## config.mk

```make
export PLATFORM = sky130hd
export DESIGN_NAME = planar_palette_pixel_serializer
export DESIGN_NICKNAME = d
export VERILOG_FILES = /design/src/hw/rtl/ppps_pkg.sv /design/src/hw/rtl/ppps_serializer.sv /design/src/hw/rtl/planar_palette_pixel_serializer.sv
export SDC_FILE = /design/constraint.sdc
export NUM_CORES = 1
export LEC_CHECK = 0
export BUFFER_PORTS_ARGS = -buffer_cell sky130_fd_sc_hd__buf_2
export CAP_MARGIN = 20
export CORE_ASPECT_RATIO = 1.75
export CORE_MARGIN = 2
export CORE_UTILIZATION = 45
export DETAILED_ROUTE_END_ITERATION = 8
export GPL_TIMING_DRIVEN = 0
export MAX_ROUTING_LAYER = met4
export PLACE_DENSITY_LB_ADDON = 0.15
export SYNTH_ARGS = -nofsm -noshare
export SYNTH_HDL_FRONTEND = slang
export SYNTH_HIERARCHICAL = 1
export SYNTH_SLANG_ARGS = --single-unit
export TNS_END_PERCENT = 10
```

## constraint.sdc

```tcl
create_clock -name aclk -period 6.8 [get_ports aclk]
set_clock_uncertainty 0.15 [all_clocks]
set_input_delay 1.36 -clock aclk [delete_from_list [all_inputs] [get_ports aclk]]
set_output_delay 1.36 -clock aclk [all_outputs]
set_load 0.03 [all_outputs]
```

## src/hw/rtl/ppps_pkg.sv

```systemverilog
// ----------------------------------------------------------------------------
// ppps_pkg
// Shared types, register map and color decode for the planar palette
// pixel serializer.
// ----------------------------------------------------------------------------
package ppps_pkg;

    localparam int PLANE_W   = 8;
    localparam int IDX_W     = 4;
    localparam int ENTRY_W   = 6;
    localparam int PAL_W     = 48;
    localparam int CHAN_W    = 8;
    localparam int CNT_W     = 3;
    localparam int CFG_W     = 64;
    localparam int ADDR_W    = 5;

    // Register index, taken from paddr[4:3]
    typedef enum logic [1:0] {
        REG_SHIFT_MODE   = 2'd0,
        REG_PALETTE_LOW  = 2'd1,
        REG_PALETTE_HIGH = 2'd2,
        REG_UNUSED       = 2'd3
    } reg_idx_t;

    // Shift mode codes
    localparam logic MODE_PLANAR = 1'b0;
    localparam logic MODE_PACKED = 1'b1;

    // Pixel counts per beat, minus one
    localparam logic [CNT_W-1:0] LAST_PLANAR = 3'd7;
    localparam logic [CNT_W-1:0] LAST_PACKED = 3'd3;

    // Channel levels
    localparam logic [CHAN_W-1:0] LEVEL_PRI = 8'hAA;
    localparam logic [CHAN_W-1:0] LEVEL_SEC = 8'h55;

    // Entry bit positions per channel
    localparam int BLUE_PRI  = 0;
    localparam int GREEN_PRI = 1;
    localparam int RED_PRI   = 2;
    localparam int BLUE_SEC  = 3;
    localparam int GREEN_SEC = 4;
    localparam int RED_SEC   = 5;

    // One palette index on its way out of the serializer
    typedef struct packed {
        logic [IDX_W-1:0] idx;
        logic             last;
    } pix_t;

    // Decode one channel from a primary and a secondary bit
    function automatic logic [CHAN_W-1:0] chan_level(input logic pri, input logic sec);
        logic [CHAN_W-1:0] lvl;
        lvl = (pri ? LEVEL_PRI : '0) | (sec ? LEVEL_SEC : '0);
        return lvl;
    endfunction

endpackage

```

## src/hw/rtl/ppps_serializer.sv

```systemverilog
// ----------------------------------------------------------------------------
// ppps_serializer
// Holds one fetch of four plane bytes and shifts out one palette index per
// cycle while out_ready is high, MSB first: eight in planar, four in packed mode.
// ----------------------------------------------------------------------------
module ppps_serializer (
    input  logic                          aclk,
    input  logic                          aresetn,
    input  logic                          shift_mode,
    input  logic                          in_valid,
    output logic                          in_ready,
    input  logic [ppps_pkg::PLANE_W-1:0]  plane0,
    input  logic [ppps_pkg::PLANE_W-1:0]  plane1,
    input  logic [ppps_pkg::PLANE_W-1:0]  plane2,
    input  logic [ppps_pkg::PLANE_W-1:0]  plane3,
    output logic                          out_valid,
    input  logic                          out_ready,
    output ppps_pkg::pix_t                out_pix
);

    logic [ppps_pkg::PLANE_W-1:0] p0_reg, p0_next;
    logic [ppps_pkg::PLANE_W-1:0] p1_reg, p1_next;
    logic [ppps_pkg::PLANE_W-1:0] p2_reg, p2_next;
    logic [ppps_pkg::PLANE_W-1:0] p3_reg, p3_next;
    logic                         mode_reg, mode_next;
    logic [ppps_pkg::CNT_W-1:0]   cnt_reg, cnt_next;
    logic                         valid_reg, valid_next;
    logic                         is_last;
    logic                         advance;
    logic                         load;

    // Current pixel index and end-of-beat flag
    always_comb begin
        if (mode_reg == ppps_pkg::MODE_PACKED) begin
            out_pix.idx = {2'b00, p0_reg[7:6]};
            is_last     = (cnt_reg == ppps_pkg::LAST_PACKED);
        end else begin
            out_pix.idx = {p3_reg[7], p2_reg[7], p1_reg[7], p0_reg[7]};
            is_last     = (cnt_reg == ppps_pkg::LAST_PLANAR);
        end
        out_pix.last = is_last;
    end

    assign out_valid = valid_reg;
    assign advance   = valid_reg & out_ready;
    // Take the next beat while the final pixel of this one leaves
    assign in_ready  = ~valid_reg | (out_ready & is_last);
    assign load      = in_valid & in_ready;

    // Shift, count and reload
    always_comb begin
        p0_next    = p0_reg;
        p1_next    = p1_reg;
        p2_next    = p2_reg;
        p3_next    = p3_reg;
        mode_next  = mode_reg;
        cnt_next   = cnt_reg;
        valid_next = valid_reg;
        if (load) begin
            p0_next    = plane0;
            p1_next    = plane1;
            p2_next    = plane2;
            p3_next    = plane3;
            mode_next  = shift_mode;
            cnt_next   = '0;
            valid_next = 1'b1;
        end else if (advance) begin
            if (is_last) begin
                valid_next = 1'b0;
            end else begin
                cnt_next = cnt_reg + 1'b1;
                if (mode_reg == ppps_pkg::MODE_PACKED) begin
                    p0_next = {p0_reg[5:0], 2'b00};
                end else begin
                    p0_next = {p0_reg[6:0], 1'b0};
                    p1_next = {p1_reg[6:0], 1'b0};
                    p2_next = {p2_reg[6:0], 1'b0};
                    p3_next = {p3_reg[6:0], 1'b0};
                end
            end
        end
    end

    always_ff @(posedge aclk) begin
        if (!aresetn) begin
            valid_reg <= 1'b0;
            cnt_reg   <= '0;
            mode_reg  <= ppps_pkg::MODE_PLANAR;
        end else begin
            valid_reg <= valid_next;
            cnt_reg   <= cnt_next;
            mode_reg  <= mode_next;
        end
    end

    always_ff @(posedge aclk) begin
        p0_reg <= p0_next;
        p1_reg <= p1_next;
        p2_reg <= p2_next;
        p3_reg <= p3_next;
    end

endmodule

```

## src/hw/rtl/planar_palette_pixel_serializer.sv

```systemverilog
// ----------------------------------------------------------------------------
// planar_palette_pixel_serializer
// Turns four-plane display fetches into a stream of 24-bit RGB pixels
// through a sixteen-entry, 6-bit palette.
// ----------------------------------------------------------------------------
// Usage:
//   s_ channel: one beat is one fetch, four plane bytes. In planar mode it
//   yields eight pixels, in packed 2-bit mode four (from plane 0 only).
//   m_ channel: one beat per pixel, red/green/blue in tdata, tlast on the
//   final pixel of each fetch.
//   APB port: shift_mode at 0x00, palette_low at 0x08, palette_high at 0x10;
//   write only while the stream is idle.
// Timing:
//   Three register stages: serializer, palette lookup, color decode. The
//   first pixel of a fetch goes from the serializer registers through the
//   lookup register into the output register; back-pressure can hold it.
//   The serializer emits one pixel per cycle while the lookup stage accepts,
//   giving eight pixels per fetch in planar mode and four in packed mode;
//   the next fetch is taken in the cycle the final pixel of the last one leaves.
// Reset clears all stage valids and the configuration registers to zero.
// If m_tready is low, only stages with room move; no pixel is dropped or repeated.
// ----------------------------------------------------------------------------
module planar_palette_pixel_serializer (
    input  logic                          aclk,
    input  logic                          aresetn,
    // Fetch input
    input  logic                          s_tvalid,
    output logic                          s_tready,
    input  logic [31:0]                   s_tdata,  // plane0, plane1, plane2, plane3
    // Pixel output
    output logic                          m_tvalid,
    input  logic                          m_tready,
    output logic [23:0]                   m_tdata,  // red, green, blue
    output logic                          m_tlast,
    // Configuration
    input  logic                          psel,
    input  logic                          penable,
    input  logic                          pwrite,
    input  logic [ppps_pkg::ADDR_W-1:0]   paddr,
    input  logic [ppps_pkg::CFG_W-1:0]    pwdata,
    output logic [ppps_pkg::CFG_W-1:0]    prdata,
    output logic                          pready
);

    logic                          shift_mode_reg;
    logic [ppps_pkg::PAL_W-1:0]    pal_low_reg;
    logic [ppps_pkg::PAL_W-1:0]    pal_high_reg;
    ppps_pkg::reg_idx_t            reg_idx;
    logic                          cfg_wr;

    logic                          ser_valid;
    logic                          ser_ready;
    ppps_pkg::pix_t                ser_pix;

    logic                          lk_valid_reg;
    logic [ppps_pkg::ENTRY_W-1:0]  lk_entry_reg;
    logic                          lk_last_reg;
    logic                          lk_ready;
    logic [ppps_pkg::PAL_W-1:0]    bank;
    logic [ppps_pkg::ENTRY_W-1:0]  entry_next;

    logic                          out_valid_reg;
    logic [23:0]                   out_data_reg;
    logic                          out_last_reg;
    logic                          out_ready;

    // Register file
    assign pready  = 1'b1;
    assign reg_idx = ppps_pkg::reg_idx_t'(paddr[4:3]);
    assign cfg_wr  = psel & penable & pwrite & pready;

    always_ff @(posedge aclk) begin
        if (!aresetn) begin
            shift_mode_reg <= ppps_pkg::MODE_PLANAR;
            pal_low_reg    <= '0;
            pal_high_reg   <= '0;
        end else if (cfg_wr) begin
            case (reg_idx)
                ppps_pkg::REG_SHIFT_MODE:   shift_mode_reg <= pwdata[0];
                ppps_pkg::REG_PALETTE_LOW:  pal_low_reg    <= pwdata[ppps_pkg::PAL_W-1:0];
                ppps_pkg::REG_PALETTE_HIGH: pal_high_reg   <= pwdata[ppps_pkg::PAL_W-1:0];
                default: ;
            endcase
        end
    end

    always_comb begin
        case (reg_idx)
            ppps_pkg::REG_SHIFT_MODE:   prdata = {{(ppps_pkg::CFG_W-1){1'b0}}, shift_mode_reg};
            ppps_pkg::REG_PALETTE_LOW:
                prdata = {{(ppps_pkg::CFG_W-ppps_pkg::PAL_W){1'b0}}, pal_low_reg};
            ppps_pkg::REG_PALETTE_HIGH:
                prdata = {{(ppps_pkg::CFG_W-ppps_pkg::PAL_W){1'b0}}, pal_high_reg};
            default:                    prdata = '0;
        endcase
    end

    // Stage 1: serialize fetch into palette indices
    ppps_serializer u_ser (
        .aclk       (aclk),
        .aresetn    (aresetn),
        .shift_mode (shift_mode_reg),
        .in_valid   (s_tvalid),
        .in_ready   (s_tready),
        .plane0     (s_tdata[7:0]),
        .plane1     (s_tdata[15:8]),
        .plane2     (s_tdata[23:16]),
        .plane3     (s_tdata[31:24]),
        .out_valid  (ser_valid),
        .out_ready  (ser_ready),
        .out_pix    (ser_pix)
    );

    assign out_ready = ~out_valid_reg | m_tready;
    assign lk_ready  = ~lk_valid_reg | out_ready;
    assign ser_ready = lk_ready;

    // Stage 2: palette lookup
    assign bank       = ser_pix.idx[3] ? pal_high_reg : pal_low_reg;
    assign entry_next = bank[ser_pix.idx[2:0]*ppps_pkg::ENTRY_W +: ppps_pkg::ENTRY_W];

    always_ff @(posedge aclk) begin
        if (!aresetn) begin
            lk_valid_reg <= 1'b0;
        end else if (lk_ready) begin
            lk_valid_reg <= ser_valid;
        end
    end

    always_ff @(posedge aclk) begin
        if (lk_ready) begin
            lk_entry_reg <= entry_next;
            lk_last_reg  <= ser_pix.last;
        end
    end

    // Stage 3: decode entry into channel levels
    always_ff @(posedge aclk) begin
        if (!aresetn) begin
            out_valid_reg <= 1'b0;
        end else if (out_ready) begin
            out_valid_reg <= lk_valid_reg;
        end
    end

    always_ff @(posedge aclk) begin
        if (out_ready) begin
            out_data_reg[7:0]   <= ppps_pkg::chan_level(lk_entry_reg[ppps_pkg::RED_PRI],
                                                        lk_entry_reg[ppps_pkg::RED_SEC]);
            out_data_reg[15:8]  <= ppps_pkg::chan_level(lk_entry_reg[ppps_pkg::GREEN_PRI],
                                                        lk_entry_reg[ppps_pkg::GREEN_SEC]);
            out_data_reg[23:16] <= ppps_pkg::chan_level(lk_entry_reg[ppps_pkg::BLUE_PRI],
                                                        lk_entry_reg[ppps_pkg::BLUE_SEC]);
            out_last_reg        <= lk_last_reg;
        end
    end

    assign m_tvalid = out_valid_reg;
    assign m_tdata  = out_data_reg;
    assign m_tlast  = out_last_reg;

endmodule

```

* Word-level counts from Yosys, hierarchy flattened
Cells that the tools add are included.
** Cells by class
- Reduce and logical (&&, ||, !) cells :: 11
- Mux-type cells :: 29
- $mul :: 1
- Bitwise logic cells :: 16
- Shift operators :: 1
- Eq/ne operators :: 6
- Add/subtract/negate cells :: 1
** Operator list (count)
- $mux W8 :: 19
- $pmux W48 S3 :: 1
- $mux W48 :: 1
- $shiftx A48 B7 Y6 :: 1
- $or A8 B7 Y8 :: 3
- $mux W7 :: 3
- $reduce_and A2 Y1 :: 6
- $and A1 B1 Y1 :: 5
- $mul A3 B2 Y5 const B :: 1
- $not A1 Y1 :: 5
- $mux W1 :: 4
- $mux W4 :: 1
- $ne A2 B2 Y1 const B :: 2
- $reduce_bool A2 Y1 :: 2
- $add A3 B1 Y3 const B :: 1
- $eq A3 B2 Y1 const B :: 1
- $eq A3 B3 Y1 const B :: 1
- $or A1 B1 Y1 :: 3
- $reduce_and A3 Y1 :: 1
- $eq A2 B1 Y1 const B :: 1
- $eq A2 B2 Y1 const B :: 1
- $logic_not A2 Y1 :: 1
- $reduce_or A2 Y1 :: 1
** Word-level totals
- Logic and storage cells :: 81
- Flip-flop bits (word level) :: 168
- Bits of input ports :: 108
- Output and inout bits :: 92

* Logic depth before layout (Yosys ltp)
Gate-level depths: netlist of run 1.
- Depth after elaboration :: 8
- Gate-level depth with buffers :: 8
- Mapped depth without buffers :: 5

* Hierarchy
The synthesis of run 1 kept the hierarchy.
** Modules (own cells, without submodules)
- planar_palette_pixel_serializer :: area each 5690.5 µm², times used 1, seq. area each 2402.3 µm², cells each 622
- ppps_serializer :: area each 1798.0 µm², times used 1, seq. area each 1061.0 µm², cells each 122

* Least setup slack after synthesis of run 1
OpenSTA, ideal clock, no wires.
- Path kind :: input to register
- From :: input port m_tready
- To :: register u_ser/p1_reg[0] (netlist name), enable pin
- Setup time :: 0.490 ns
- Cell stages on the path :: 4
- Slack :: 1.428 ns
- Data required time :: 6.160 ns
- Data arrival time :: 4.732 ns
- Buffers on the path :: 0
- Path through :: nor2b_1 nand2_1 inv_1 o311ai_0
** Between the ends
- Word-level cells in the longest chain between the ends :: 7
- Elaborated cells between the ends (all ways) :: 10
- Classes of those cells :: 2 x eq/ne; 6 x bitwise; 2 x reduce/logical
** Ends and longest elaborated chain
- from (decl) :: RTL line planar_palette_pixel_serializer.sv:32 : input logic m_tready,
- $or A1 B1 Y1 * :: RTL line planar_palette_pixel_serializer.sv:114 : assign out_ready = ~out_valid_reg | m_tready;
- $or A1 B1 Y1 * :: RTL line planar_palette_pixel_serializer.sv:115 : assign lk_ready = ~lk_valid_reg | out_ready;
- named net lk_ready :: RTL line planar_palette_pixel_serializer.sv:58 : logic lk_ready;
- $and A1 B1 Y1 :: RTL line ppps_serializer.sv:47 : assign in_ready = ~valid_reg | (out_ready & is_last);
- $or A1 B1 Y1 :: RTL line ppps_serializer.sv:47
- $and A1 B1 Y1 :: RTL line ppps_serializer.sv:48 : assign load = in_valid & in_ready;
- $ne A2 B2 Y1 (no source line) / $reduce_bool A2 Y1 (equally long branches)
- $reduce_and A3 Y1 (no source line) *
- to (signal assigned) :: RTL line ppps_serializer.sv:98 : p1_reg <= p1_next;
- to (decl) :: RTL line ppps_serializer.sv:22 : logic [ppps_pkg::PLANE_W-1:0] p1_reg, p1_next;
Mark *: on every way through the listed nets, which the timed path passes. The rest lies on a longest branch.
A chain may end at the register's enable or synchronous reset.

* Final worst setup path of run 1
- From :: input port paddr[3] (netlist name)
- To :: output port prdata[15] (netlist name)
** Between the ends
- Word-level cells in the longest chain between the ends :: 2
- Elaborated cells between the ends (all ways) :: 4
- Classes of those cells :: 2 x eq/ne; 1 x mux; 1 x reduce/logical
** Ends and longest elaborated chain
- from (decl) :: RTL line planar_palette_pixel_serializer.sv:39 : input logic [ppps_pkg::ADDR_W-1:0] paddr,
- $eq A2 B2 Y1 (tied with other cells) :: RTL line planar_palette_pixel_serializer.sv:88 : case (reg_idx)
- $pmux W48 S3 * :: RTL line planar_palette_pixel_serializer.sv:88
- to (decl) :: RTL line planar_palette_pixel_serializer.sv:41 : output logic [ppps_pkg::CFG_W-1:0] prdata,
Every way passes the cells marked *; elsewhere a longest branch is shown, timed or not.

==> results of run 1 <==
==> kinds of logic after synthesis <==
group                    share of synthesized area, %
AO/OA/AOI/OAI                                    21.2
XOR/XNOR                                        0.334
adder cells (fa/ha/maj)                         0.167
buffers and inverters                            8.96
flip-flops                                       46.2
multiplexers                                     13.7
other                                           0.100
AND/OR/NAND/NOR                                  9.29
==> critical path, cell delays in order <==
cell                       delay [ns]
sky130_fd_sc_hd__buf_2           0.15
sky130_fd_sc_hd__nor2b_1         0.13
sky130_fd_sc_hd__buf_2           0.14
sky130_fd_sc_hd__clkbuf_1        0.54
sky130_fd_sc_hd__a22o_1          0.29
sky130_fd_sc_hd__buf_2           0.21
==> layout make-up <==
type / count / area, sq um / area share, %
multi-input cells: 491 / 3420 / 36.7
diodes: 2 / 5.00 / 0.0538
clock inverters: 15 / 203 / 2.18
well taps: 224 / 280 / 3.01
clock buffers: 17 / 425 / 4.57
plain buffers: 112 / 648 / 6.97
flip-flops and latches: 150 / 3460 / 37.2
inverters: 6 / 22.5 / 0.242
repair buffers: 165 / 838 / 9.01
==> worst min path at each step <==
stage | from | endpoint | slack (ns) | cells past startpoint
2_1_floorplan | lk_entry_reg[4] | m_tdata[14] | 0.25 | 0
3_3_place_gp | lk_entry_reg[3] | m_tdata[22] | 0.25 | 0
3_5_place_dp | lk_entry_reg[4] | m_tdata[14] | 0.26 | 0
4_1_cts | lk_entry_reg[4] | m_tdata[14] | 0.27 | 0
5_1_grt | lk_last_reg | m_tlast | 0.29 | 0
6_report | lk_entry_reg[4] | m_tdata[14] | 0.27 | 0
==> metrics by stage <==
stage               hold slack, ns  instances  setup WS (ns)
floorplan                    0.250        759           1.43
global placement             0.251       1146        -0.0865
detailed placement           0.257       1148           2.52
CTS                          0.271       1180           2.50
global route                 0.287       1181           2.38
finish                       0.269       1182           2.47
==> cells in the final DEF, fill, tap and decap left out, types with 17 or more instances in the layout <==
master / count
sky130_fd_sc_hd__a22o_1: 47
sky130_fd_sc_hd__conb_1: 17
sky130_fd_sc_hd__clkbuf_1: 44
sky130_fd_sc_hd__mux2_2: 35
sky130_fd_sc_hd__a21oi_1: 98
sky130_fd_sc_hd__o21ai_0: 95
sky130_fd_sc_hd__clkbuf_16: 17
sky130_fd_sc_hd__edfxtp_1: 46
sky130_fd_sc_hd__nand3_1: 102
sky130_fd_sc_hd__buf_4: 39
sky130_fd_sc_hd__buf_2: 182
sky130_fd_sc_hd__dfxtp_1: 104
==> where the power goes <==
group	switching, W	internal, W	leakage [nW]
sequential	0.0000175	0.000969	1.34
combinational	0.000189	0.000120	2.15
clock	0.000397	0.000618	0.306
==> per-layer routing <==
| metal | wire [microns] | share of wire (%) |
|---|---|---|
| met1 | 8720 | 37 |
| met2 | 12400 | 52 |
| met3 | 1610 | 6.7 |
| met4 | 1080 | 4.5 |
| met5 | 0 | 0 |
==> results.md, run 1 <==
- The clock net in this run drives a total of 150 sinks.
- The most used standard cell by instance count after synthesis is sky130_fd_sc_hd__dfxtp_1.
- The hold violation total from the final report came to 0.
- The placed instances occupy a cell area of 8670 sq um.
- The detailed router placed 6807 vias in this run.
- The vias per cell is 5.76.
- The classification of the worst setup path is in -> out.
- For this run, global-route usage on met3 was measured as 4.08%.
- The capture point of the critical path is prdata[15].
- Summed over all cells, the static leakage comes to 3.80 nW.
- The data required time of the critical path is 5.29 ns.
- The H-tree level count is 4.
- The clock period could shrink to 4.33 ns.
- The clock-pin transition on the worst setup and hold timing paths is 0.06 ns.
- Yosys attributes the largest share of cell area to sky130_fd_sc_hd__dfxtp_1 28%, sky130_fd_sc_hd__edfxtp_1 18%, sky130_fd_sc_hd__nand3_1 6.8%.
- Synthesis instantiated 41 different standard cells from the library.
- Tracing the worst setup path back leads to its startpoint at paddr[3].
- The worst path uses 63.7% of the clock period.
- The global-route wire length before repair is 36.1 mm.
- The remaining design rule violation count is 0.
- The flip-flop cell with the highest count after synthesis is sky130_fd_sc_hd__dfxtp_1.
- Once layout is complete, the utilization of the core stands at 56.8%.
- The congestion estimate from routability-driven global placement came to 0.905.
- The pin count of the biggest net entering global routing is 17.
- The final wirelength is 23.8 mm.
- The longest clock path from root to sink contains 2 buffers.
- Once the clock tree was built, the resizer swapped 0 gates to a different size.
- Setup violations remaining at the end of the flow were counted as 0.
- The post-route netlist has 32.5% of its cells at a drive strength greater than 1.
- The total power of the final layout is 0.00231 W.
- The placeable core region is 16400 sq um.
- The total half-perimeter wirelength after legalization and detailed placement is 17.6 mm.
- The net count of the finished layout is 1052.
- The clock tree root driver cell is sky130_fd_sc_hd__clkbuf_16.
- For this run, the number of Yosys warnings is 6.
- The number of standard cells after synthesis is 744.
- The met1 usage in global routing is 31.3%.
- The initial antenna violation count is 1.
- The floorplan step defined a die boundary enclosing 17700 sq um.
- The most used routing layer in global routing is met2.
- The filler cells instantiated in the layout total 1511.
- Pin placement for this block handled 200 I/O pins.
- The global-route usage over all layers is 27.6%.
- The hold buffer count at cts is 0.
- Averaged over all synthesized cells, the footprint is 10.1 sq um.
- The number of global-route vias before repair was 6552.
- TritonCTS created 17 clock buffers.
- The worst-case IR drop observed on VDD is 0.161 mV.
- In this run the biggest area consumer among cell types represents 27.8% of the synthesized area.
- The cell area after synthesis is 7490 sq um.
- Derived from the worst setup path, the maximum achievable clock frequency is 0.231 GHz.
- The worst setup path is launched from an input port.
- The fraction of registers with async set or reset after synthesis is 0%.
- The overall die width is 102 microns.
- The count of flip-flops with a built-in enable after synthesis is 46.
- In this run the worst path has a maximum fanout of 10.
- The sum of negative setup slack is 0 ns.
- Once detail routing completed, the nets flagged for antenna violations numbered 0.
- From synthesis to final layout, the design area changed by 24.2%.
- Setup repair after global routing left no endpoint under its margin.
- The global route total overflow is 0.
- STA classifies the critical path endpoint as an output pin.
- The max-cap violation count is 0.
- TritonCTS built the clock tree.
- The count of cells along the worst register-to-register path is 8.
- During placement, the flow inserted port buffers numbering 163.
- The floorplan has 62 rows.
- The commonest cells after synthesis are 104 x sky130_fd_sc_hd__dfxtp_1, 102 x sky130_fd_sc_hd__nand3_1, 98 x sky130_fd_sc_hd__a21oi_1.
- Once the floorplan was initialized, standard cells occupied 45.7% of the core.
- The worst min-delay path class is reg -> reg.
- The number of storage elements in the synthesis netlist is 150.
- The sequential area share after synthesis is 46.2%.
- The cell taking the most area after synthesis is sky130_fd_sc_hd__dfxtp_1.
- The detailed-routing iteration count for the pre-antenna-repair pass is 5.
- The run finished with clean final reports.
- The post-CTS setup buffer count is 0.
- The setup slack of the most critical reg-to-reg path is 3.75 ns.
- Clock latency on the worst-skew pair, taken at its later pin, is 0.42 ns.
- In this run the critical register-to-register path is launched from u_ser/mode_reg.
- The total count of max-transition violations in the final report is 0.
- The worst register-to-register path ends at lk_entry_reg[3].
- The arrival time at the worst endpoint is 2.82 ns.
- The chip height is 175 microns.
- For met2 alone, demand over resource in global routing was 46.8%.
- For this block, the initial DRC count from the detailed router was 523.
- The actual slew at the worst max-slew pin is 0.885 ns.
- In the final routed layout, each cell accounts on average for 20.2 microns.
- For this design the ratio of total power to cell area is 248 nW/um^2.
- The worst slew margin relative to its limit is 40.9%.
- The summed area of non-filler cells in the final layout is 9300 sq um.
Note: power is estimated with default switching activity, not from simulation.
==> run 2: changes to the inputs <==
- ABC_AREA: default -> 1
- clock period: 6.8 -> 3.6 ns (I/O delays scaled with it)
==> run 2 against run 1 <==
Compared with the run above:
- highest routed layer unchanged
- synthesized area down 0.33%
- largest cell class unchanged
- critical path type unchanged
- global-route usage up 0.17 points
- final cell count up 15%
==> results.md, run 2 <==
- The cell area after synthesis came to 7460 sq um (-0.33%).
- The power density normalized to cell area came to 515 nW/um^2 (+110%).
- The number of sinks on the clock net is 150 (unchanged).
- The hold buffer count at cts is 0 (unchanged).
- The placement row count was 62 (unchanged).
- The number of routed nets with antenna violations came to 0 (unchanged).
- TritonCTS built the clock tree.
- The final wirelength came to 23.4 mm (-1.6%).
- The arrival time at the worst endpoint is 2.11 ns (-0.71 ns).
- The H-tree level count is 4 (unchanged).
- The weighted congestion reported at the end of routability-driven placement is 0.925 (+2.2%).
- The initial DRC count is 462 (-12%).
- The worst min-delay path class is reg -> reg.
- The cell occurring most often along the worst timing path is sky130_fd_sc_hd__buf_2.
- The startpoint identified for the worst register-to-register timing path is u_ser/mode_reg.
- The buffer and inverter count on the worst path came to 4 (unchanged).
- The sequential area share after synthesis was 46.4% (+0.16 points).
- The flow ran to the end, and the final reports show no timing, DRC or antenna violations.
- The flip-flop cell with the highest count after synthesis is sky130_fd_sc_hd__dfxtp_1.
- The proportion of netlist area held by the largest area contributor is 27.9% (+0.093 points).
- Among all stages on the critical path, the largest delay is contributed by sky130_fd_sc_hd__nand3_1.
- The classification of the worst setup path is in -> out.
- The global route total overflow was 0 (unchanged).
- The fraction of registers with async set or reset after synthesis came to 0% (unchanged).
- The mean cell area of the mapped netlist came to 7.82 sq um (-22%).
- The capturing element type of the critical path is an output pin.
- The hold violation total from the final report is 0 (unchanged).
- The cell taking the most area after synthesis is sky130_fd_sc_hd__dfxtp_1.
- In this run the most critical hold path is launched from lk_last_reg.
- The total of buffers placed on input and output ports is 162 (-0.61%).
- The top fanout value on the critical path is 11 (+1).
- The boundary pin count is 200 (unchanged).
- The total clock buffers created by CTS came to 17 (unchanged).
- The chip height is 174 microns (-0.16%).
- The pin count of the biggest net entering global routing came to 18 (+1).
- The path with the worst hold slack has its endpoint at m_tlast.
- The data required time of the critical path is 2.73 ns (-2.56 ns).
- By area the synthesized netlist is led by sky130_fd_sc_hd__dfxtp_1 28%, sky130_fd_sc_hd__edfxtp_1 19%, sky130_fd_sc_hd__nand2_1 8.7%.
- The post-CTS setup buffer count is 0 (unchanged).
- The initial antenna violation count is 0 (-1).
- The category of cells accounting for the largest share of critical-path delay is simple AND/OR/NAND/NOR gates.
- The number of gates resized after CTS is 0 (unchanged).
- The number of global-route vias before repair came to 6871 (+4.9%).
- The endpoint identified for the worst register-to-register timing path is lk_entry_reg[2].
- The most used standard cell by instance count after synthesis is sky130_fd_sc_hd__nand2_1.
- Setup repair after global routing left no endpoint under its margin.
- The number of fillers in the final layout was 1633 (+8.1%).
- The total count of max-transition violations in the final report is 0 (unchanged).
- The global-route wire length before repair is 35.9 mm (-0.71%).
- The total via count after detailed routing is 7111 (+4.5%).
- The highest cell delay on the worst timing path is 0.40 ns (-0.14 ns).
- The number of standard cells after synthesis is 955 (+28%).
- Timing would allow up to 0.336 GHz.
- The total power of the final layout is 0.00472 W (+100%).
- The number of antenna diodes is 0 (-2).
- The total half-perimeter wirelength after legalization and detailed placement is 17.4 mm (-1.6%).
- The latest clock arrival within the worst-skew pair is 0.44 ns (+0.02 ns).
- The proportion of layout cells with a drive suffix above 1 was 26.5% (-6.0 points).
- Subtracting the final worst setup slack from the clock period gives 2.98 ns.
- The worst setup path is launched from an input port.
- The worst supply voltage drop on vdd was 0.330 mV (+110%).
- The count of flip-flops with a built-in enable after synthesis is 46 (unchanged).
- The vias per cell came to 5.24 (-9.0%).
- The area enclosed by the die boundary is 17700 sq um (-0.33%).
- The net count of the finished layout is 1261 (+20%).
- The signal on the critical path passes through buf_2, inv_1, nand3_1, nand4_1, nand2_2, buf_6, buf_2.
- The synthesis-to-layout area growth is 22.9%.
- Leaving out fill and tap cells, the most frequent cell in the layout is sky130_fd_sc_hd__buf_2.
- Clock tree synthesis selected as its root buffer the cell sky130_fd_sc_hd__clkbuf_16.
- The starting density of the core is 45.8% (+0.064 points).
- The number of warning messages in the yosys log is 6 (unchanged).
- The final routed wire length divided by cell count came to 17.3 microns (-14%).
- The number of buffers on the longest clock path is 2 (unchanged).
- The overall die width is 101 microns (-0.16%).
- The top cell types in the final layout, fill and taps aside, are 188 x sky130_fd_sc_hd__buf_2, 172 x sky130_fd_sc_hd__nand2_1, 121 x sky130_fd_sc_hd__inv_1.
- The placeable core region is 16300 sq um (-0.47%).
- The count of cells along the worst register-to-register path is 8 (unchanged).
- The worst slew margin relative to its limit came to 51.8% (+11 points).
- The global-route usage over all layers is 27.8% (+0.17 points).
- The number of library cell types mapped by synthesis is 33 (-20%).
- The number of storage elements in the synthesis netlist is 150 (unchanged).
- The leakage dissipation is 4.22 nW (+11%).
- The remaining design rule violation count is 0 (unchanged).
- The final core utilization was 56.3% (-0.52 points).
- The fraction of the cycle the final worst path needs is 82.7%.
- The detailed-routing iteration count for the pre-antenna-repair pass was 7 (+2).
- The number of endpoints failing setup at the final stage is 0 (unchanged).
- The sum of negative setup slack is 0 ns (unchanged).
- Ranked by instance count, the synthesized netlist is headed by 172 x sky130_fd_sc_hd__nand2_1, 121 x sky130_fd_sc_hd__inv_1, 112 x sky130_fd_sc_hd__nand3_1.
- The hold path depth is 0 (unchanged).
- The clock-pin transition on the worst setup and hold timing paths is 0.06 ns (about the same).
- The actual slew at the worst max-slew pin was 0.723 ns (-0.162 ns).
- The max-cap violation count is 0 (unchanged).
- The setup slack of the most critical reg-to-reg path is 0.99 ns (-2.76 ns).
-- run 2: changes by cell type after synthesis, sizes merged, moves of 9 or more --
cell and change:
o22ai +47, nand3 +13, a22o -47, a21oi +10, mux2 -36, a22oi -13, mux4 -24, buf +14
clkbuf -22, inv +120, nand2 +166, nor2 +9
-- run 2: where the power goes --
part | switching, W | internal (W) | total (W)
Sequential | 0.0000459 | 0.00187 | 0.00192
Combinational | 0.000658 | 0.000342 | 0.00100
Clock | 0.000759 | 0.00105 | 0.00180
Total | 0.00146 | 0.00326 | 0.00472
-- run 2: area by class of cell --
| cell class | instances | area [sq um] | area share [%] |
|---|---|---|---|
| Sequential cell | 150 | 3460 | 37.7 |
| Multi-Input combinational cell | 590 | 2900 | 31.6 |
| Timing Repair Buffer | 163 | 826 | 9.00 |
| Buffer | 104 | 683 | 7.45 |
| Inverter | 126 | 478 | 5.21 |
| Clock buffer | 19 | 443 | 4.83 |
| Tap cell | 192 | 240 | 2.62 |
| Clock inverter | 13 | 146 | 1.60 |
-- run 2: kinds of logic after synthesis --
| group | after synthesis | synth area share, % |
|---|---|---|
| AND/OR/NAND/NOR | 313 | 19.0 |
| flip-flops | 150 | 46.4 |
| buffers and inverters | 230 | 15.6 |
| AO/OA/AOI/OAI | 258 | 18.7 |
| XOR/XNOR | 1 | 0.117 |
| other | 2 | 0.101 |
| adder cells (fa/ha/maj) | 1 | 0.168 |
-- run 2: metal layers --
| metal | global-route usage, % | part of all wire, % | wire, microns |
|---|---|---|---|
| met5 | - | 0 | 0 |
| met3 | 5.23 | 5.7 | 1330 |
| met1 | 29.7 | 37 | 8570 |
| met2 | 47.3 | 53 | 12400 |
| met4 | 15.2 | 5.1 | 1190 |
-- run 2: worst max path at each step --
stage / startpoint / end / slack [ns] / depth (start not counted)
floorplan: m_tready / u_ser/p1_reg[0] / 0.84 / 7
global placement: m_tready / u_ser/p2_reg[1] / 0.20 / 8
detailed placement: m_tready / s_tready / 0.60 / 7
CTS: m_tready / s_tready / 0.60 / 7
global route: m_tready / s_tready / 0.52 / 7
finish: m_tready / s_tready / 0.62 / 7
-- run 2: through the flow --
stage	area (sq um)	hold WS (ns)	worst slack (ns)	instances
4_1_cts	9180	0.274	0.597	1357
3_5_place_dp	8590	0.255	0.598	1325
3_3_place_gp	8570	0.251	0.199	1324
2_1_floorplan	7520	0.250	0.836	970
5_1_grt	9180	0.280	0.519	1357
6_report	9180	0.272	0.623	1357
